==> config.mk <==
export PLATFORM = sky130hd
export DESIGN_NAME = tga_rle_pixel_decoder_top_flat
export DESIGN_NICKNAME = d
export VERILOG_FILES = /design/src/rtl/tga_pkg.sv /design/src/rtl/tga_if.sv /design/src/rtl/tga_front.sv /design/src/rtl/tga_fifo.sv /design/src/rtl/tga_back.sv /design/src/rtl/tga_rle_pixel_decoder_top.sv /design/src/flat_wrapper.sv
export SDC_FILE = /design/constraint.sdc
export NUM_CORES = 1
export LEC_CHECK = 0
export BUFFER_PORTS_ARGS = -buffer_cell sky130_fd_sc_hd__buf_2
export CAP_MARGIN = 20
export CORE_AREA = 2 2 245 247
export CTS_BUF_LIST = sky130_fd_sc_hd__clkbuf_4
export CTS_CLUSTER_DIAMETER = 200
export DETAILED_ROUTE_END_ITERATION = 8
export DIE_AREA = 0 0 247 249
export GPL_TIMING_DRIVEN = 0
export SYNTH_ARGS = -nofsm -noshare
export SYNTH_HDL_FRONTEND = slang
export SYNTH_SLANG_ARGS = --single-unit
export TNS_END_PERCENT = 20
==> constraint.sdc <==
create_clock -name clk -period 5.45 [get_ports clk]
set_input_delay 0 -clock clk [delete_from_list [all_inputs] [get_ports clk]]
set_output_delay 0 -clock clk [all_outputs]
set_load 0.01 [all_outputs]
==> src/rtl/tga_pkg.sv <==
package tga_pkg;

  localparam int DIM_W         = 13;
  localparam int ADDR_W        = 24;
  localparam int ARGB_W        = 32;
  localparam int RUN_W         = 8;
  localparam int BYTE_W        = 8;
  localparam int COLOUR_W      = 24;
  localparam int MAX_DIMENSION = 4096;

  localparam int CFG_IDX_W  = 3;
  localparam int CFG_DATA_W = DIM_W;

  localparam logic [CFG_IDX_W-1:0] REG_IMAGE_WIDTH   = 3'd0;
  localparam logic [CFG_IDX_W-1:0] REG_IMAGE_HEIGHT  = 3'd1;
  localparam logic [CFG_IDX_W-1:0] REG_ALPHA_PRESENT = 3'd2;
  localparam logic [CFG_IDX_W-1:0] REG_TOP_ORIGIN    = 3'd3;
  localparam logic [CFG_IDX_W-1:0] REG_RLE_MODE      = 3'd4;

  localparam int PACKET_REPEAT_BIT = 7;
  localparam logic [BYTE_W-1:0] OPAQUE_ALPHA = 8'hFF;

  localparam int PHASE_W = 2;
  localparam logic [PHASE_W-1:0] PH_BLUE  = 2'd0;
  localparam logic [PHASE_W-1:0] PH_GREEN = 2'd1;
  localparam logic [PHASE_W-1:0] PH_RED   = 2'd2;
  localparam logic [PHASE_W-1:0] PH_ALPHA = 2'd3;

  localparam int FIFO_DEPTH = 4;
  localparam int FIFO_PTR_W = $clog2(FIFO_DEPTH);

  typedef struct packed {
    logic [DIM_W-1:0] width;
    logic [DIM_W-1:0] height;
    logic             alpha_present;
    logic             top_origin;
    logic             rle_mode;
  } cfg_t;

  // One decoded colour on its way from the byte parser to the address stage.
  typedef struct packed {
    logic [ARGB_W-1:0] argb;
    logic [RUN_W-1:0]  run;
    logic              packet_done;
  } pix_evt_t;

  typedef struct packed {
    logic full;
    logic empty;
  } fifo_stat_t;

  function automatic logic [DIM_W-1:0] clamp_dim(input logic [DIM_W-1:0] v);
    logic [DIM_W-1:0] res;
    if (v == '0) begin
      res = {{(DIM_W-1){1'b0}}, 1'b1};
    end else if (v > DIM_W'(MAX_DIMENSION)) begin
      res = DIM_W'(MAX_DIMENSION);
    end else begin
      res = v;
    end
    return res;
  endfunction

endpackage

==> src/rtl/tga_if.sv <==
interface tga_byte_if;
  import tga_pkg::*;
  logic              valid;
  logic              ready;
  logic [BYTE_W-1:0] stream_byte;
  modport source (output valid, output stream_byte, input ready);
  modport sink (input valid, input stream_byte, output ready);
endinterface

interface tga_run_if;
  import tga_pkg::*;
  logic              valid;
  logic              ready;
  logic [ADDR_W-1:0] start_address;
  logic [ARGB_W-1:0] pixel_argb;
  logic [RUN_W-1:0]  run_length;
  logic              last_of_image;
  modport source (output valid, output start_address, output pixel_argb,
                  output run_length, output last_of_image, input ready);
  modport sink (input valid, input start_address, input pixel_argb,
                input run_length, input last_of_image, output ready);
endinterface

interface tga_cfg_if;
  import tga_pkg::*;
  logic                  valid;
  logic                  ready;
  logic [CFG_IDX_W-1:0]  index;
  logic [CFG_DATA_W-1:0] data;
  modport source (output valid, output index, output data, input ready);
  modport sink (input valid, input index, input data, output ready);
endinterface

==> src/rtl/tga_front.sv <==
module tga_front (
  input  logic              clk,
  input  logic              rst_n,
  input  tga_pkg::cfg_t     cfg,
  tga_byte_if.sink          in_chan,
  input  logic              q_full,
  output logic              push,
  output tga_pkg::pix_evt_t evt
);
  import tga_pkg::*;

  logic [PHASE_W-1:0]  phase_r, phase_nxt;
  logic                lit_r, lit_nxt;
  logic [RUN_W-1:0]    left_r, left_nxt;
  logic [COLOUR_W-1:0] colour_r, colour_nxt;
  logic                take;
  logic                is_hdr;
  logic                done;
  logic [BYTE_W-1:0]   b;
  logic [BYTE_W-1:0]   alpha;

  assign in_chan.ready = !q_full;
  assign take          = in_chan.valid && in_chan.ready;
  assign b             = in_chan.stream_byte;
  assign is_hdr        = cfg.rle_mode && (phase_r == PH_BLUE) && (left_r == '0);

  always_comb begin
    phase_nxt       = phase_r;
    lit_nxt         = lit_r;
    left_nxt        = left_r;
    colour_nxt      = colour_r;
    done            = 1'b0;
    alpha           = OPAQUE_ALPHA;
    evt.run         = {{(RUN_W-1){1'b0}}, 1'b1};
    evt.packet_done = 1'b1;
    if (is_hdr) begin
      left_nxt = {1'b0, b[PACKET_REPEAT_BIT-1:0]} + {{(RUN_W-1){1'b0}}, 1'b1};
      lit_nxt  = !b[PACKET_REPEAT_BIT];
    end else begin
      unique case (phase_r)
        PH_BLUE: begin
          colour_nxt[7:0] = b;
          phase_nxt       = PH_GREEN;
        end
        PH_GREEN: begin
          colour_nxt[15:8] = b;
          phase_nxt        = PH_RED;
        end
        PH_RED: begin
          colour_nxt[23:16] = b;
          if (cfg.alpha_present) begin
            phase_nxt = PH_ALPHA;
          end else begin
            phase_nxt = PH_BLUE;
            done      = 1'b1;
          end
        end
        PH_ALPHA: begin
          alpha     = b;
          phase_nxt = PH_BLUE;
          done      = 1'b1;
        end
        default: begin
          phase_nxt = PH_BLUE;
        end
      endcase
      // Packet bookkeeping is skipped in plain mode so a packet can resume later.
      if (done && cfg.rle_mode) begin
        if (lit_r) begin
          left_nxt        = left_r - {{(RUN_W-1){1'b0}}, 1'b1};
          evt.packet_done = (left_nxt == '0);
        end else begin
          evt.run  = left_r;
          left_nxt = '0;
        end
      end
    end
    evt.argb = {alpha, colour_nxt};
  end

  assign push = take && done;

  always_ff @(posedge clk) begin
    if (!rst_n) begin
      phase_r  <= PH_BLUE;
      lit_r    <= 1'b0;
      left_r   <= '0;
      colour_r <= '0;
    end else if (take) begin
      phase_r  <= phase_nxt;
      lit_r    <= lit_nxt;
      left_r   <= left_nxt;
      colour_r <= colour_nxt;
    end
  end

endmodule

==> src/rtl/tga_fifo.sv <==
module tga_fifo (
  input  logic                clk,
  input  logic                rst_n,
  input  logic                push,
  input  tga_pkg::pix_evt_t   wr_data,
  input  logic                pop,
  output tga_pkg::pix_evt_t   rd_data,
  output tga_pkg::fifo_stat_t stat
);
  import tga_pkg::*;

  pix_evt_t              mem_r [FIFO_DEPTH];
  logic [FIFO_PTR_W-1:0] wr_ptr_r, rd_ptr_r;
  logic [FIFO_PTR_W:0]   count_r, count_nxt;

  assign rd_data    = mem_r[rd_ptr_r];
  assign stat.full  = (count_r == (FIFO_PTR_W+1)'(FIFO_DEPTH));
  assign stat.empty = (count_r == '0);

  always_comb begin
    count_nxt = count_r;
    if (push && !pop) begin
      count_nxt = count_r + {{FIFO_PTR_W{1'b0}}, 1'b1};
    end else if (pop && !push) begin
      count_nxt = count_r - {{FIFO_PTR_W{1'b0}}, 1'b1};
    end
  end

  always_ff @(posedge clk) begin
    if (push) begin
      mem_r[wr_ptr_r] <= wr_data;
    end
  end

  always_ff @(posedge clk) begin
    if (!rst_n) begin
      wr_ptr_r <= '0;
      rd_ptr_r <= '0;
      count_r  <= '0;
    end else begin
      if (push) begin
        wr_ptr_r <= wr_ptr_r + {{(FIFO_PTR_W-1){1'b0}}, 1'b1};
      end
      if (pop) begin
        rd_ptr_r <= rd_ptr_r + {{(FIFO_PTR_W-1){1'b0}}, 1'b1};
      end
      count_r <= count_nxt;
    end
  end

endmodule

==> src/rtl/tga_back.sv <==
module tga_back (
  input  logic              clk,
  input  logic              rst_n,
  input  tga_pkg::cfg_t     cfg,
  input  tga_pkg::pix_evt_t evt,
  input  logic              evt_valid,
  output logic              evt_take,
  tga_run_if.source         out_chan
);
  import tga_pkg::*;

  logic [DIM_W-1:0]  row_r, row_nxt;
  logic [DIM_W-1:0]  col_r, col_nxt;

  logic              s1_valid_r;
  logic [DIM_W:0]    s1_rowterm_r;
  logic [DIM_W-1:0]  s1_col_r;
  logic [ARGB_W-1:0] s1_argb_r;
  logic [RUN_W-1:0]  s1_run_r;
  logic              s1_last_r;

  logic              o_valid_r;
  logic [ADDR_W-1:0] o_addr_r;
  logic [ARGB_W-1:0] o_argb_r;
  logic [RUN_W-1:0]  o_run_r;
  logic              o_last_r;

  logic              s1_ready, s2_ready;
  logic [DIM_W:0]    rowterm, col_sum, row_inc;
  logic              wrap, last;
  logic [ADDR_W-1:0] rowterm_ext, width_ext, row_offset, addr_nxt;

  assign s2_ready = !o_valid_r || out_chan.ready;
  assign s1_ready = !s1_valid_r || s2_ready;
  assign evt_take = evt_valid && s1_ready;

  // Bottom-up images count rows from the far end; the difference may go negative
  // when the height is shrunk, and the address then wraps.
  always_comb begin
    if (cfg.top_origin) begin
      rowterm = {1'b0, row_r};
    end else begin
      rowterm = {1'b0, cfg.height} - {1'b0, row_r} - {{DIM_W{1'b0}}, 1'b1};
    end
    col_sum = {1'b0, col_r} + {{(DIM_W+1-RUN_W){1'b0}}, evt.run};
    row_inc = {1'b0, row_r} + {{DIM_W{1'b0}}, 1'b1};
    wrap    = evt.packet_done && (col_sum >= {1'b0, cfg.width});
    last    = wrap && (row_inc >= {1'b0, cfg.height});
    col_nxt = wrap ? '0 : col_sum[DIM_W-1:0];
    if (!wrap) begin
      row_nxt = row_r;
    end else if (last) begin
      row_nxt = '0;
    end else begin
      row_nxt = row_inc[DIM_W-1:0];
    end
  end

  assign rowterm_ext = {{(ADDR_W-DIM_W-1){s1_rowterm_r[DIM_W]}}, s1_rowterm_r};
  assign width_ext   = {{(ADDR_W-DIM_W){1'b0}}, cfg.width};
  assign row_offset  = rowterm_ext * width_ext;
  assign addr_nxt    = row_offset + {{(ADDR_W-DIM_W){1'b0}}, s1_col_r};

  always_ff @(posedge clk) begin
    if (evt_take) begin
      s1_rowterm_r <= rowterm;
      s1_col_r     <= col_r;
      s1_argb_r    <= evt.argb;
      s1_run_r     <= evt.run;
      s1_last_r    <= last;
    end
    if (s1_valid_r && s2_ready) begin
      o_addr_r <= addr_nxt;
      o_argb_r <= s1_argb_r;
      o_run_r  <= s1_run_r;
      o_last_r <= s1_last_r;
    end
  end

  always_ff @(posedge clk) begin
    if (!rst_n) begin
      row_r      <= '0;
      col_r      <= '0;
      s1_valid_r <= 1'b0;
      o_valid_r  <= 1'b0;
    end else begin
      if (evt_take) begin
        row_r <= row_nxt;
        col_r <= col_nxt;
      end
      if (s1_ready) begin
        s1_valid_r <= evt_take;
      end
      if (s2_ready) begin
        o_valid_r <= s1_valid_r;
      end
    end
  end

  assign out_chan.valid         = o_valid_r;
  assign out_chan.start_address = o_addr_r;
  assign out_chan.pixel_argb    = o_argb_r;
  assign out_chan.run_length    = o_run_r;
  assign out_chan.last_of_image = o_last_r;

endmodule

==> src/rtl/tga_rle_pixel_decoder_top.sv <==
// Truecolor pixel-data decoder: one stream byte is taken per clock, sustained, as long
// as the four-entry pixel queue has room. The byte parser turns BGR/BGRA bytes (and, in
// run-length mode, packet headers) into colour records; the address stage pops one record
// a cycle unless the output stalls, tracks row and column and emits a run beat for the
// final byte of a pixel via the queue, row/column register and multiply-add output
// register. Header bytes and the leading colour bytes produce no beat. Configuration
// writes are always accepted and are to be made only while no beat is in flight.
module tga_rle_pixel_decoder_top (
  input logic       clk,
  input logic       rst_n,
  tga_byte_if.sink  in_chan,
  tga_run_if.source out_chan,
  tga_cfg_if.sink   cfg_chan
);
  import tga_pkg::*;

  cfg_t       cfg_r;
  logic       cfg_write;
  logic       push, pop;
  pix_evt_t   evt_in, evt_out;
  fifo_stat_t q_stat;

  assign cfg_chan.ready = 1'b1;
  assign cfg_write      = cfg_chan.valid && cfg_chan.ready;

  // Dimensions are clamped once at write time; every consumer sees legal values.
  always_ff @(posedge clk) begin
    if (!rst_n) begin
      cfg_r.width         <= {{(DIM_W-1){1'b0}}, 1'b1};
      cfg_r.height        <= {{(DIM_W-1){1'b0}}, 1'b1};
      cfg_r.alpha_present <= 1'b0;
      cfg_r.top_origin    <= 1'b0;
      cfg_r.rle_mode      <= 1'b0;
    end else if (cfg_write) begin
      unique case (cfg_chan.index)
        REG_IMAGE_WIDTH:   cfg_r.width         <= clamp_dim(cfg_chan.data);
        REG_IMAGE_HEIGHT:  cfg_r.height        <= clamp_dim(cfg_chan.data);
        REG_ALPHA_PRESENT: cfg_r.alpha_present <= cfg_chan.data[0];
        REG_TOP_ORIGIN:    cfg_r.top_origin    <= cfg_chan.data[0];
        REG_RLE_MODE:      cfg_r.rle_mode      <= cfg_chan.data[0];
        default: ;
      endcase
    end
  end

  tga_front u_front (
    .clk     (clk),
    .rst_n   (rst_n),
    .cfg     (cfg_r),
    .in_chan (in_chan),
    .q_full  (q_stat.full),
    .push    (push),
    .evt     (evt_in)
  );

  tga_fifo u_fifo (
    .clk     (clk),
    .rst_n   (rst_n),
    .push    (push),
    .wr_data (evt_in),
    .pop     (pop),
    .rd_data (evt_out),
    .stat    (q_stat)
  );

  tga_back u_back (
    .clk       (clk),
    .rst_n     (rst_n),
    .cfg       (cfg_r),
    .evt       (evt_out),
    .evt_valid (!q_stat.empty),
    .evt_take  (pop),
    .out_chan  (out_chan)
  );

  a_no_overflow: assert property (@(posedge clk) disable iff (!rst_n)
    push |-> !q_stat.full)
    else $error("pixel queue written while full");

  a_stat_consistent: assert property (@(posedge clk) disable iff (!rst_n)
    !(q_stat.full && q_stat.empty))
    else $error("pixel queue reports full and empty together");

  a_plain_single: assert property (@(posedge clk) disable iff (!rst_n)
    (push && !cfg_r.rle_mode) |-> (evt_in.run == {{(RUN_W-1){1'b0}}, 1'b1}))
    else $error("plain-mode pixel produced a run longer than one");

  a_pop_valid: assert property (@(posedge clk) disable iff (!rst_n)
    pop |-> !q_stat.empty)
    else $error("pixel queue read while empty");

endmodule

==> src/flat_wrapper.sv <==
// flat-port wrapper written by rule: the top's interface ports become plain ports
module tga_rle_pixel_decoder_top_flat import tga_pkg::*;
  (clk, rst_n, in_chan_valid, in_chan_stream_byte, in_chan_ready, out_chan_valid, out_chan_start_address, out_chan_pixel_argb, out_chan_run_length, out_chan_last_of_image, out_chan_ready, cfg_chan_valid, cfg_chan_index, cfg_chan_data, cfg_chan_ready);
  tga_byte_if in_chan_i ();
  tga_run_if out_chan_i ();
  tga_cfg_if cfg_chan_i ();
  input logic clk;
  input logic rst_n;
  input wire logic [$bits(in_chan_i.valid)-1:0] in_chan_valid;
  input wire logic [$bits(in_chan_i.stream_byte)-1:0] in_chan_stream_byte;
  output wire logic [$bits(in_chan_i.ready)-1:0] in_chan_ready;
  output wire logic [$bits(out_chan_i.valid)-1:0] out_chan_valid;
  output wire logic [$bits(out_chan_i.start_address)-1:0] out_chan_start_address;
  output wire logic [$bits(out_chan_i.pixel_argb)-1:0] out_chan_pixel_argb;
  output wire logic [$bits(out_chan_i.run_length)-1:0] out_chan_run_length;
  output wire logic [$bits(out_chan_i.last_of_image)-1:0] out_chan_last_of_image;
  input wire logic [$bits(out_chan_i.ready)-1:0] out_chan_ready;
  input wire logic [$bits(cfg_chan_i.valid)-1:0] cfg_chan_valid;
  input wire logic [$bits(cfg_chan_i.index)-1:0] cfg_chan_index;
  input wire logic [$bits(cfg_chan_i.data)-1:0] cfg_chan_data;
  output wire logic [$bits(cfg_chan_i.ready)-1:0] cfg_chan_ready;
  assign in_chan_i.valid = in_chan_valid;
  assign in_chan_i.stream_byte = in_chan_stream_byte;
  assign in_chan_ready = in_chan_i.ready;
  assign out_chan_valid = out_chan_i.valid;
  assign out_chan_start_address = out_chan_i.start_address;
  assign out_chan_pixel_argb = out_chan_i.pixel_argb;
  assign out_chan_run_length = out_chan_i.run_length;
  assign out_chan_last_of_image = out_chan_i.last_of_image;
  assign out_chan_i.ready = out_chan_ready;
  assign cfg_chan_i.valid = cfg_chan_valid;
  assign cfg_chan_i.index = cfg_chan_index;
  assign cfg_chan_i.data = cfg_chan_data;
  assign cfg_chan_ready = cfg_chan_i.ready;
  tga_rle_pixel_decoder_top u_core (.clk(clk), .rst_n(rst_n), .in_chan(in_chan_i), .out_chan(out_chan_i), .cfg_chan(cfg_chan_i));
endmodule
-- Word level (Yosys, flattened, before mapping)
Memories as Yosys holds them, arrays and structs flattened. A register that Yosys moved wholly into a read port is not among the register bits.
Cells that the tools add are included.
- reductions and logical operators: 37
- multiplexer cells: 30
- bitwise gates (word level): 1
- magnitude comparators: 3
- multiply operators: 1
- equality and inequality tests: 8
- add/sub/neg operators: 11
- operators by type and width (cell ; count):
    8-bit 2-to-1 mux ; 9
    13-bit 2-to-1 mux ; 5
    14-bit by 13-bit greater-or-equal comparator with 1-bit output ; 2
    24-bit by 13-bit adder with 24-bit output ; 1
    14-bit by 14-bit multiplier with 24-bit output ; 1
    24-bit 2-to-1 mux ; 1
    9-bit 2-to-1 mux ; 2
    2-bit AND reduction ; 9
    8-bit zero test ; 2
    13-bit by 1-bit adder with 14-bit output (second input constant) ; 1
    13-bit by 8-bit adder with 14-bit output ; 1
    13-bit by 13-bit subtractor with 14-bit output ; 1
    14-bit by 1-bit subtractor with 14-bit output (second input constant) ; 1
    13-bit greater-than comparator (second input constant) ; 1
    13-bit zero test ; 1
    1-bit logical AND ; 11
    7-bit by 1-bit adder with 8-bit output (second input constant) ; 1
    2-bit case mux with 4 select lines ; 1
    8-bit by 1-bit subtractor with 8-bit output (second input constant) ; 1
    1-bit zero test ; 7
    3-bit by 2-bit equality test with 1-bit output (second input constant) ; 2
    3-bit equality test (second input constant) ; 2
    3-bit zero test ; 2
    1-bit 2-to-1 mux ; 6
    13 further kinds ; 20
- output and inout bits: 68
- logic and storage cells: 118
- input bits: 29
- memories kept: 1
- RAM bits: 164
- register bits after elaboration: 232
- memories (memory ; depth ; width ; read ports ; clocked after memory_dff ; wr ports ; RTL line ; source):
    u_core.u_fifo.mem_r ; 4 ; 41 ; 1 ; 1 ; 1 ; tga_fifo.sv:12 ; pix_evt_t mem_r [FIFO_DEPTH];

-- Longest topological paths before layout
Gate-level depths: netlist of run 1.
- word-level depth: 10
- mapped depth: 22

-- Cells and area by module
Synthesis of run 1 repeated with hierarchy kept, for this count alone.
- cell total of the unflattened synthesis: 2011
- area total of the unflattened synthesis: 23949.2 um^2
- by module, submodules not included (module ; area each (um^2) ; times used ; sequential area each (um^2) ; cells an instance):
    tga_back ; 13957.1 ; 1 ; 4554.4 ; 1314
    tga_fifo ; 6412.4 ; 1 ; 5104.9 ; 258
    tga_front ; 2311.0 ; 1 ; 700.7 ; 294
    tga_rle_pixel_decoder_top ; 1268.7 ; 1 ; 580.6 ; 145

-- Worst setup path after synthesis of run 1
Ideal clock, no wire load.
- path type: register -> register
- start point: register u_core.u_back.s1_rowterm_r[9]
- end point: register u_core.u_back.o_addr_r[18], in the netlist u_core.u_back.out_chan.start_address[18] (data pin)
- stages on the path, launching flop included: 21
- data required time: 5192 ps
- path buffers: 1
- arrival: 5442 ps
- setup slack: -250 ps
- cells stage by stage: edfxtp_1 > clkbuf_1 > and2_1 > fa_1 > inv_1 > fa_1 > inv_1 > fa_1 > inv_1 > fa_1 > inv_1 > fa_1 > fa_1 > ha_1 > a21o_1 > a22oi_1 > o211ai_1 > a2111o_1 > a31o_2 > a21oi_1 > xnor2_1
- longest elaborated chain between the ends: 2
- ends and longest elaborated chain (item ; RTL line ; source):
    start, declared ; tga_back.sv:16 ; logic [DIM_W:0] s1_rowterm_r;
    start signal, assigned ; tga_back.sv:66 ; s1_rowterm_r <= rowterm;
    14-bit by 14-bit multiplier with 24-bit output ; tga_back.sv:61 ; assign row_offset = rowterm_ext * width_ext;
    24-bit by 13-bit adder with 24-bit output ; tga_back.sv:62 ; assign addr_nxt = row_offset + {{(ADDR_W-DIM_W){1'b0}}, s1_col_r};
    net u_core.u_back.addr_nxt[18] ; tga_back.sv:31 ; logic [ADDR_W-1:0] rowterm_ext, width_ext, row_offset, addr_nxt;
    end signal, assigned ; tga_back.sv:73 ; o_addr_r <= addr_nxt;
    end, declared ; tga_back.sv:23 ; logic [ADDR_W-1:0] o_addr_r;
The timed path passes the listed nets, and every way through them passes these cells.
A chain may end at the register's enable or synchronous reset.

-- Worst setup path after layout of run 1
- start point: register u_core.u_back.s1_rowterm_r[6]
- end point: register u_core.u_back.o_addr_r[19], in the netlist u_core.u_back.out_chan.start_address[19] (data pin)
The elaborated chain is that of the path after synthesis.

==> reports/metrics.csv, run 1 <==
metric;value;unit
VDD IR max;0.3343;mV
final worst-path cycle share;105.5;%
type of the worst min-delay path;in -> reg;
Slew @ Worst Pin;933.6;ps
asr flop ratio synth;0;%
Worst Setup Start Kind;flop;
Max Clock Skew;62.70;ps
Cells after Synth;1953;
failing checks;setup timing;
vias per std cell;4.983;
Placement Setup Slack;-861.9;ps
final-report hold violation count;0;
Routed WL;55110;um
width of the die;247;um
vias in the first global route;15940;
EDFF count, synth;297;
Peak Freq;0.1739;GHz
# Max-Cap Violations;0;
Clock Tree Buf Depth;3;
Crit. End Element;flop;
First-pass DRT Iterations;5;
DP Area;25060;um^2
Avg Cell Area, Syn;11.94;um^2
Post-DP HPWL;39780;um
WP data required;6080;ps
number of remaining DRC errors;0;
endpoints failing setup;6;
commonest cells after routing, fill and taps aside;edfxtp_1, inv_1, nand2_1;
post-route cell area;27600;um^2
most common cell after layout, fill and taps aside;edfxtp_1;
gpl congestion;0.8692;
yosys warns;0;
DR vias;15480;
Synth area leader;edfxtp_1;
gr usage total;18.37;%
post-synthesis sequential area ratio;46.90;%
clk root buf;clkbuf_4;
core area;58690;um^2
worst-path maximum fanout;7;
Nets;2565;
# IOs;97;
DIE AREA;61500;um^2
pwr/cell area;446.3;nW/um^2
Core Util, Final;47.04;%
setup ws final;-301.6;ps
Worst slew margin;37.76;%
Pins Over Slew Limit;0;
TritonCTS Buffers;104;
clock sinks;398;
synth top area cells;edfxtp_1, fa_1, dfxtp_1;
RSZ-0062 raised after global routing;true;
GRT Residual Overflow;0;
min cycle time layout;5752;ps
Pleak;10.83;nW
Post-synth top flop;edfxtp_1;
layout cells sized above 1;21.22;%
Post-Syn Nets;2272;
P&R area growth vs syn;18.34;%
area fraction of the dominant cell type after synthesis;38.24;%
row cnt;89;
Reg2Reg Depth;18;
mapped cell area;23320;um^2
CP arrival;6380;ps
outcome;finished, violations left;
WS Path Type;reg -> reg;
clk_lat worst skew;870;ps
drt wl/cell;17.74;um
TritonCTS clock tree;done;
clock slew at reported path FFs;70;ps
Yosys reg bits;398;
initial antenna violation count;6;
H-tree depth;3;
Starting DRT DRC Count;899;
first-pass GRT wire length;87500;um
largest net degree at the start of global routing;41;
Buffers on Ports;93;
post-route ant nets;0;
die height;249;um
Cell variety after synth;68;
initial core utilization;39.75;%
worst hold stages;4;
cell families after synthesis:
group / after synthesis / synth area share [%]
and+or+nand+nor: 554 / 11.74
DFF: 398 / 46.90
buffers and inverters: 314 / 5.166
adders and majority gates: 290 / 21.03
AOI/OAI and AO/OA: 229 / 6.099
xor gates and xnor gates: 85 / 3.192
muxes: 82 / 5.858
other: 1 / 0.01608
flip-flops by register name (all words and copies together) (netlist names), named ones only:
name and count:
u_core.u_front.lit_r 1, u_core.u_back.s1_argb_r 32, u_core.u_back.s1_valid_r 1, u_core.u_back.s1_last_r 1, u_core.u_back.out_chan.start_address 24, u_core.u_fifo.wr_ptr_r 2
u_core.u_back.s1_rowterm_r 14, u_core.u_back.out_chan.pixel_argb 32, u_core.u_fifo.mem_r 164, u_core.u_front.phase_r 2, u_core.u_back.out_chan.run_length 8, u_core.u_back.out_chan.valid 1
u_core.u_fifo.rd_ptr_r 2, u_core.u_back.s1_col_r 13, u_core.u_back.col_r 13, u_core.u_front.colour_r 24, u_core.cfg_r 29, u_core.u_back.s1_run_r 8
u_core.u_front.left_r 8, u_core.u_fifo.count_r 3, u_core.u_back.row_r 13, u_core.u_back.out_chan.last_of_image 1
worst paths after layout:
path                            slack (ps)                                     from                                            endpoint
worst max-delay path                  -300  u_core.u_back.s1_rowterm_r[6]$_DFFE_PP_  u_core.u_back.out_chan.start_address[19]$_DFFE_PP_
worst max register to register        -300  u_core.u_back.s1_rowterm_r[6]$_DFFE_PP_  u_core.u_back.out_chan.start_address[19]$_DFFE_PP_
worst min register to register         410    u_core.u_back.s1_argb_r[30]$_DFFE_PP_     u_core.u_back.out_chan.pixel_argb[30]$_DFFE_PP_
worst min-delay path                    80                         cfg_chan_data[0]                        u_core.cfg_r[0]$_SDFFE_PN0P_
cell usage after synthesis, drive strengths merged, types with 3 or more instances:
library cell / instances
o31a: 3
nor3: 25
a2111oi: 3
o21a: 14
mux4: 41
edfxtp: 297
o211ai: 9
a21o: 8
nor2: 71
nand4b: 4
mux2i: 15
nor4bb: 3
or3: 5
ha: 120
buf: 25
nand3b: 4
o22ai: 3
nor2b: 21
xor2: 24
mux2: 26
a41o: 3
or2: 11
nand2b: 8
inv: 226
a311oi: 7
clkbuf: 63
fa: 170
nand2: 219
nand4: 12
nor4: 6
o31ai: 3
a211oi: 11
dfxtp: 101
and2: 120
o21ai: 45
xnor2: 61
o21bai: 3
a31oi: 6
a21oi: 95
nand3: 30
and3: 9
worst max-delay path: stages (launching register included):
cell	delay (ps)
edfxtp_1	440
clkbuf_8	170
buf_4	150
and2_1	170
fa_1	530
inv_1	50
fa_1	480
inv_1	60
fa_1	450
ha_1	310
fa_1	500
fa_1	450
ha_4	210
nor3_1	220
o21ai_0	320
a2111o_1	480
a31o_2	240
a21oi_1	170
xnor2_1	90
metal layers:
metal  routed length (um)  global-route usage [%]
met1                25040                   24.98
met2                25940                   29.52
met3                 2887                   3.631
met4                 1244                   5.869
met5                    0                       0
power breakdown:
part           total (mW)  switching [mW]  internal, mW
sequential           4.43           0.282          4.15
combinational        5.27            3.04          2.24
clock                2.61            1.26          1.35
layout make-up:
class | count | area, um^2
clock inverter | 30 | 187.7
sequential | 398 | 10960
buffer | 86 | 565.5
antenna | 6 | 15.01
fill | 5369 | 31080
tap | 773 | 967.2
multi-input combinational | 1241 | 11470
clock buffer | 158 | 1186
timing repair buffer | 189 | 1400
inverter | 226 | 848.3
per-stage QoR:
stage	power [mW]	instances	hold WS, ps	setup TNS, ps
finish	12.32	3107	83.57	-1118
global route	13.24	3107	34.08	-2734
CTS	12.22	3091	7.396	-1003
detailed placement	9.222	2827	347.2	-18450
global placement	9.127	2819	335.6	-58400
floorplan	7.784	1953	109.8	-34.46
repair_timing:
item                                    in CTS  in global routing
pin swaps                                   29                 19
cloned                                       0                  0
hold endpoints to repair                   213                  0
endpoints found under the setup margin      38                 38
buffers inserted                            27                 11
hold buffers                                50                  0
gates resized for setup                     70                 58
(Power assumes the default switching activity.)
==> run 2, diff against run 1 <==
--- a/config.mk
+++ b/config.mk
@@ -13,6 +13,7 @@
 export DETAILED_ROUTE_END_ITERATION = 8
 export DIE_AREA = 0 0 247 249
 export GPL_TIMING_DRIVEN = 0
+export SKIP_LAST_GASP = 1
 export SYNTH_ARGS = -nofsm -noshare
 export SYNTH_HDL_FRONTEND = slang
 export SYNTH_SLANG_ARGS = --single-unit
==> reports/metrics.csv, run 2 (synthesis results as in run 1) <==
metric;value;unit;change
outcome;finished, violations left;;unchanged
failing checks;setup timing;;unchanged
post-route ant nets;0;;unchanged
RSZ-0062 raised after global routing;true;;unchanged
M2 GR Usage;29.52;%;unchanged
Buffers on Ports;93;;unchanged
Slowest Stage Delay on Critical Path;530;ps;about the same
internal power;7.727;mW;was 7.741 mW
final worst-path cycle share;105.8;%;was 105.5%
Pleak;10.83;nW;about the same
largest net degree at the start of global routing;41;;unchanged
setup ws final;-314.6;ps;was -301.6 ps
type of the worst min-delay path;in -> reg;;unchanged
clk_lat worst skew;870;ps;about the same
worst-path maximum fanout;3;;was 7
number of remaining DRC errors;0;;unchanged
final total power;12.29;mW;was 12.32 mW
max reg flops;164;;unchanged
post-route cell area;27570;um^2;was 27600 um^2
Pins Over Slew Limit;0;;unchanged
Slew @ Worst Pin;929.6;ps;was 933.6 ps
gr usage total;18.37;%;unchanged
placed cell count;2827;;unchanged
Seq pwr share;36.1;%;was 36.0%
Starting DRT DRC Count;886;;was 899
GR Layer Usage met3;3.631;%;unchanged
worst hold stages;4;;unchanged
Crit. End Element;flop;;unchanged
Peak Freq;0.1735;GHz;was 0.1739 GHz
First-pass DRT Iterations;4;;was 5
Worst slew margin;38.03;%;was 37.76%
H-tree depth;3;;unchanged
width of the die;247;um;unchanged
Nets;2565;;unchanged
gpl congestion;0.8692;;unchanged
layout cells sized above 1;20.92;%;was 21.22%
Post-DP HPWL;39780;um;unchanged
vias in the first global route;15940;;about the same
reg2reg end;u_core.u_back.out_chan.start_address[18]$_DFFE_PP_;;was u_core.u_back.out_chan.start_address[19]$_DFFE_PP_
Final TNS setup;-1296;ps;was -1118 ps
Clock Tree Buf Depth;3;;unchanged
final-report hold violation count;0;;unchanged
initial core utilization;39.75;%;unchanged
core area;58690;um^2;unchanged
Reg with most FFs;u_core.u_fifo.mem_r;;unchanged
Core Util, Final;46.98;%;was 47.04%
row cnt;89;;unchanged
clock slew at reported path FFs;70;ps;about the same
CP arrival;6390;ps;was 6380 ps
DP Area;25060;um^2;unchanged
DR vias;15440;;was 15480
area occupied by multi-input gates;11440;um^2;was 11470 um^2
DIE AREA;61500;um^2;unchanged
Comb power frac;42.7;%;was 42.8%
# fillers;5375;;was 5369
# Max-Cap Violations;0;;unchanged
CP delay by family, top;adder cells;;unchanged
hold wc startpoint;cfg_chan_data[0];;unchanged
VDD IR max;0.3337;mV;was 0.3343 mV
met1 usage;24.98;%;unchanged
Non-Filler Instances;3107;;unchanged
Worst Hold Endpoint;u_core.cfg_r[0]$_SDFFE_PN0P_;;unchanged
critical path's slowest cell;fa_1;;unchanged
drt wl/cell;17.76;um;was 17.74 um
Reg2Reg Depth;19;;was 18
initial antenna violation count;6;;unchanged
clock sinks;398;;unchanged
Max Clock Skew;54.81;ps;was 62.70 ps
endpoints failing setup;6;;unchanged
GRT Residual Overflow;0;;unchanged
reg-to-reg slack, setup;-310;ps;was -300 ps
vias per std cell;4.969;;was 4.983
first-pass GRT wire length;87500;um;unchanged
die height;249;um;unchanged
critical path's most frequent cell;fa_1;;unchanged
Critical Path, Cell by Cell;buf_4 -> buf_4 -> and2_1 -> fa_1 -> inv_1 -> fa_1 -> inv_1 -> fa_1 -> fa_1 -> fa_1 -> fa_1 -> ha_4 -> a21o_1 -> a22oi_2 -> o211ai_1 -> a2111o_1 -> a31o_2 -> a21oi_2 -> xnor2_1;;was clkbuf_8 -> buf_4 -> and2_1 -> fa_1 -> inv_1 -> fa_1 -> inv_1 -> fa_1 -> ha_1 -> fa_1 -> fa_1 -> ha_4 -> nor3_1 -> o21ai_0 -> a2111o_1 -> a31o_2 -> a21oi_1 -> xnor2_1
commonest cells after routing, fill and taps aside;edfxtp_1, inv_1, nand2_1;;unchanged
Clk pwr share;21.3;%;was 21.2%
Reg area;10960;um^2;about the same
WP data required;6070;ps;was 6080 ps
pwr/cell area;445.8;nW/um^2;was 446.3 nW/um^2
clk root buf;clkbuf_4;;unchanged
Switch Pwr;4.565;mW;was 4.579 mW
TritonCTS clock tree;done;;unchanged
Routed WL;55190;um;was 55110 um
# IOs;97;;unchanged
grt peak-use layer;met2;;unchanged
CP bufs+invs;4;;unchanged
TritonCTS Buffers;104;;unchanged
sw frac;37.13;%;was 37.17%
WS Path Type;reg -> reg;;unchanged
P&R area growth vs syn;18.20;%;was 18.34%
most common cell after layout, fill and taps aside;edfxtp_1;;unchanged
Placement Setup Slack;-861.9;ps;unchanged
min cycle time layout;5765;ps;was 5752 ps
Hold WS;80.15;ps;was 83.57 ps
r2r startpoint;u_core.u_back.s1_rowterm_r[6]$_DFFE_PP_;;unchanged
Worst Setup Start Kind;flop;;unchanged
==> run 2: cell count changes in the layout (fill, tap and decap cells not counted), sizes merged <==
| cell | previous run | this run |
|---|---|---|
| buf | 172 | 168 |
| clkbuf | 211 | 215 |
==> run 2: layout make-up <==
type                    count  area share [%]
diodes                      6         0.05446
inverters                 226           3.077
clock inverters            30          0.6807
clock buffers             158           4.302
multi-input cells        1241           41.51
plain buffers              86           2.047
well taps                 773           3.508
repair buffers            189           5.065
flip-flops and latches    398           39.76
==> run 2: power groups by stage <==
stage	combinational [mW]	clock [mW]	sequential, mW
after detailed placement	4.73	0	4.49
after global placement	4.57	0	4.56
after global routing	5.84	2.86	4.49
after CTS	5.07	2.71	4.43
after floorplan	3.25	0	4.53
final	5.24	2.61	4.43
==> run 2: timing repair <==
action	CTS	global route
gates resized for setup	70	42
hold buffers	50	0
setup endpoints to repair	38	38
setup buffers	27	11
pin swaps	28	16
hold endpoints to repair	213	0
==> run 2: worst max-delay path by stage <==
| stage | startpoint | end | slack [ps] | depth (start not counted) |
|---|---|---|---|---|
| floorplan | u_core.u_back.s1_rowterm_r[10]$_DFFE_PP_ | u_core.u_back.out_chan.start_address[18]$_DFFE_PP_ | -30 | 18 |
| global placement | u_core.cfg_r[18]$_SDFFE_PN0P_ | u_core.u_back.out_chan.start_address[23]$_DFFE_PP_ | -810 | 18 |
| detailed placement | u_core.cfg_r[18]$_SDFFE_PN0P_ | u_core.u_back.out_chan.start_address[23]$_DFFE_PP_ | -860 | 18 |
| CTS | u_core.u_back.s1_rowterm_r[6]$_DFFE_PP_ | u_core.u_back.out_chan.start_address[19]$_DFFE_PP_ | -270 | 19 |
| global route | u_core.u_back.s1_rowterm_r[6]$_DFFE_PP_ | u_core.u_back.out_chan.start_address[19]$_DFFE_PP_ | -490 | 20 |
| finish | u_core.u_back.s1_rowterm_r[6]$_DFFE_PP_ | u_core.u_back.out_chan.start_address[18]$_DFFE_PP_ | -310 | 19 |
==> run 2: worst register-to-register path, stage by stage, from the launching register on <==
cell and delay [ps]:
edfxtp_1 440, buf_4 170, buf_4 140, and2_1 160, fa_1 470, inv_1 50, fa_1 490, inv_1 70
fa_1 450, fa_1 510, fa_1 430, fa_1 530, ha_4 210, a21o_1 180, a22oi_2 150, o211ai_1 160
a2111o_1 420, a31o_2 250, a21oi_2 140, xnor2_1 90
==> run 2: routing by layer <==
metal	part of all wire (%)	vias up	wire length, um
met3	4.8	73	2663
met4	2.3	0	1272
met5	0	-	0
met2	47	365	25980
met1	46	7668	25270
li1	-	7333	-
==> run 3, diff against run 2 <==
--- a/config.mk
+++ b/config.mk
@@ -13,6 +13,7 @@
 export DETAILED_ROUTE_END_ITERATION = 8
 export DIE_AREA = 0 0 247 249
 export GPL_TIMING_DRIVEN = 0
+export SETUP_SLACK_MARGIN = 0.2
 export SKIP_LAST_GASP = 1
 export SYNTH_ARGS = -nofsm -noshare
 export SYNTH_HDL_FRONTEND = slang
==> constraint.sdc (replaced) <==
create_clock -name clk -period 7.18 [get_ports clk]
set_input_delay 0 -clock clk [delete_from_list [all_inputs] [get_ports clk]]
set_output_delay 0 -clock clk [all_outputs]
set_load 0.01 [all_outputs]
==> reports/metrics.csv, run 3 (synthesis results as in run 1) <==
metric;value;unit;change
outcome;finished clean;;was finished, violations left
Worst slew margin;24.81;%;was 38.03%
r2r startpoint;u_core.cfg_r[24]$_SDFFE_PN0P_;;was u_core.u_back.s1_rowterm_r[6]$_DFFE_PP_
First-pass DRT Iterations;7;;was 4
max reg flops;164;;unchanged
Post-DP HPWL;39650;um;was 39780 um
number of remaining DRC errors;0;;unchanged
Clock Tree Buf Depth;3;;unchanged
largest net degree at the start of global routing;42;;was 41
clk root buf;clkbuf_4;;unchanged
met1 usage;23.90;%;was 24.98%
hold wc startpoint;in_chan_stream_byte[6];;was cfg_chan_data[0]
sw frac;37.85;%;was 37.13%
final-report hold violation count;0;;unchanged
reg-to-reg slack, setup;750;ps;was -310 ps
clock sinks;398;;unchanged
WP data required;7800;ps;was 6070 ps
CP arrival;7050;ps;was 6390 ps
Switch Pwr;3.339;mW;was 4.565 mW
gr usage total;17.97;%;was 18.37%
GR Layer Usage met3;3.555;%;was 3.631%
Buffers on Ports;93;;unchanged
initial core utilization;39.75;%;unchanged
min cycle time layout;6427;ps;was 5765 ps
critical path's most frequent cell;fa_1;;unchanged
TritonCTS clock tree;done;;unchanged
clock slew at reported path FFs;70;ps;about the same
WS Path Type;reg -> reg;;unchanged
Worst Setup Start Kind;flop;;unchanged
Seq pwr share;38.0;%;was 36.1%
RSZ-0062 raised after global routing;false;;was true
Peak Freq;0.1556;GHz;was 0.1735 GHz
VDD IR max;0.2444;mV;was 0.3337 mV
type of the worst min-delay path;in -> reg;;unchanged
vias in the first global route;15790;;was 15940
final total power;8.823;mW;was 12.29 mW
Final TNS setup;0;ps;was -1296 ps
DIE AREA;61500;um^2;unchanged
grt peak-use layer;met2;;unchanged
pwr/cell area;329.4;nW/um^2;was 445.8 nW/um^2
number of setup buffers added after CTS;0;;was 27
H-tree depth;3;;unchanged
Slew @ Worst Pin;1112;ps;was 929.6 ps
vias per std cell;4.974;;was 4.969
post-route ant nets;0;;unchanged
Routed WL;53880;um;was 55190 um
Starting DRT DRC Count;826;;was 886
reg2reg end;u_core.u_back.out_chan.start_address[18]$_DFFE_PP_;;unchanged
first-pass GRT wire length;85670;um;was 87500 um
Clk pwr share;22.4;%;was 21.3%
# Max-Cap Violations;0;;unchanged
worst hold stages;4;;unchanged
Critical Path, Cell by Cell;clkbuf_1 -> clkbuf_1 -> nand2_1 -> fa_1 -> fa_1 -> fa_1 -> inv_1 -> fa_1 -> fa_1 -> fa_1 -> ha_1 -> and2_1 -> a22oi_1 -> o211ai_1 -> a2111o_1 -> a31o_2 -> a21oi_1 -> xnor2_1;;was buf_4 -> buf_4 -> and2_1 -> fa_1 -> inv_1 -> fa_1 -> inv_1 -> fa_1 -> fa_1 -> fa_1 -> fa_1 -> ha_4 -> a21o_1 -> a22oi_2 -> o211ai_1 -> a2111o_1 -> a31o_2 -> a21oi_2 -> xnor2_1
core area;58690;um^2;unchanged
Comb power frac;39.6;%;was 42.7%
Max Clock Skew;68.38;ps;was 54.81 ps
initial antenna violation count;4;;was 6
Pins Over Slew Limit;0;;unchanged
Reg with most FFs;u_core.u_fifo.mem_r;;unchanged
Pleak;10.48;nW;was 10.83 nW
gpl congestion;0.8888;;was 0.8692
row cnt;89;;unchanged
clk_lat worst skew;850;ps;was 870 ps
# fillers;5388;;was 5375
die height;249;um;unchanged
# IOs;97;;unchanged
critical path's slowest cell;fa_1;;unchanged
Placement Setup Slack;725.6;ps;was -861.9 ps
Core Util, Final;45.65;%;was 46.98%
worst-path maximum fanout;10;;was 3
M2 GR Usage;29.12;%;was 29.52%
Worst Hold Endpoint;u_core.u_front.colour_r[6]$_SDFFE_PN0P_;;was u_core.cfg_r[0]$_SDFFE_PN0P_
most common cell after layout, fill and taps aside;edfxtp_1;;unchanged
setup ws final;752.8;ps;was -314.6 ps
drt wl/cell;17.55;um;was 17.76 um
DR vias;15270;;was 15440
internal power;5.484;mW;was 7.727 mW
Hold WS;115.2;ps;was 80.15 ps
width of the die;247;um;unchanged
placed cell count;2826;;was 2827
endpoints failing setup;0;;was 6
Slowest Stage Delay on Critical Path;540;ps;was 530 ps
commonest cells after routing, fill and taps aside;edfxtp_1, inv_1, nand2_1;;unchanged
Non-Filler Instances;3070;;was 3107
GRT Residual Overflow;0;;unchanged
post-route cell area;26790;um^2;was 27570 um^2
Reg2Reg Depth;18;;was 19
DP Area;24910;um^2;was 25060 um^2
final worst-path cycle share;89.52;%;was 105.8%
P&R area growth vs syn;14.85;%;was 18.20%
layout cells sized above 1;15.73;%;was 20.92%
TritonCTS Buffers;104;;unchanged
Post-CTS Resized;0;;was 70
Nets;2528;;was 2565
Crit. End Element;flop;;unchanged
[run 3: changes by cell type in the layout (fill, tap and decap cells not counted), sizes merged]
cell,previous run,this run
buf,168,125
bufinv,0,1
clkbuf,215,208
inv,232,230
diode,6,2
clkinv,24,42
[run 3: worst max-delay path by stage]
stage	slack [ps]	to	from
after floorplan	1480	u_core.u_back.out_chan.start_address[18]$_DFFE_PP_	u_core.u_back.s1_rowterm_r[9]$_DFFE_PP_
after global placement	730	u_core.u_back.out_chan.start_address[18]$_DFFE_PP_	u_core.cfg_r[24]$_SDFFE_PN0P_
after detailed placement	730	u_core.u_back.out_chan.start_address[18]$_DFFE_PP_	u_core.cfg_r[24]$_SDFFE_PN0P_
after CTS	750	u_core.u_back.out_chan.start_address[18]$_DFFE_PP_	u_core.cfg_r[24]$_SDFFE_PN0P_
after global routing	480	u_core.u_back.out_chan.start_address[23]$_DFFE_PP_	u_core.cfg_r[25]$_SDFFE_PN0P_
final	750	u_core.u_back.out_chan.start_address[18]$_DFFE_PP_	u_core.cfg_r[24]$_SDFFE_PN0P_
[run 3: layout make-up]
type / count / area [um^2] / share of cell area [%]
multi-input combinational: 1241 / 11190 / 41.78
sequential: 398 / 10940 / 40.84
timing repair buffer: 150 / 1106 / 4.129
clock buffer: 145 / 1089 / 4.064
tap: 773 / 967.2 / 3.610
inverter: 226 / 848.3 / 3.167
buffer: 88 / 360.3 / 1.345
clock inverter: 47 / 280.3 / 1.046
antenna: 2 / 5.005 / 0.01868
[run 3: repair_timing]
action	4_1_cts	5_1_grt
endpoints found under the setup margin	0	0
endpoints found under the hold margin	225	0
hold buffers	50	0
[run 3: worst max-delay path, delay by kind of cell (launching register included)]
| kind | cells | cell delay, ps |
|---|---|---|
| buffers and inverters | 3 | 1010 |
| xor gates and xnor gates | 1 | 90 |
| and+or+nand+nor | 2 | 370 |
| AOI/OAI and AO/OA | 5 | 1200 |
| DFF | 1 | 300 |
| adders and majority gates | 7 | 3210 |
[run 3: routing by layer]
layer  part of all wire [%]  vias up
met1                     45     7562
li1                       -     7271
met4                    2.8        4
met5                  0.045        -
met2                     47      338
met3                    4.9       96
[run 3: power by group through the flow]
stage                     clock network (mW)  registers (mW)  logic (mW)
after floorplan                            0            3.44        2.37
after global placement                     0            3.46        3.37
after detailed placement                   0            3.41        3.48
after CTS                               2.05            3.36        3.52
after global routing                    2.17            3.40        3.94
final                                   1.98            3.35        3.49
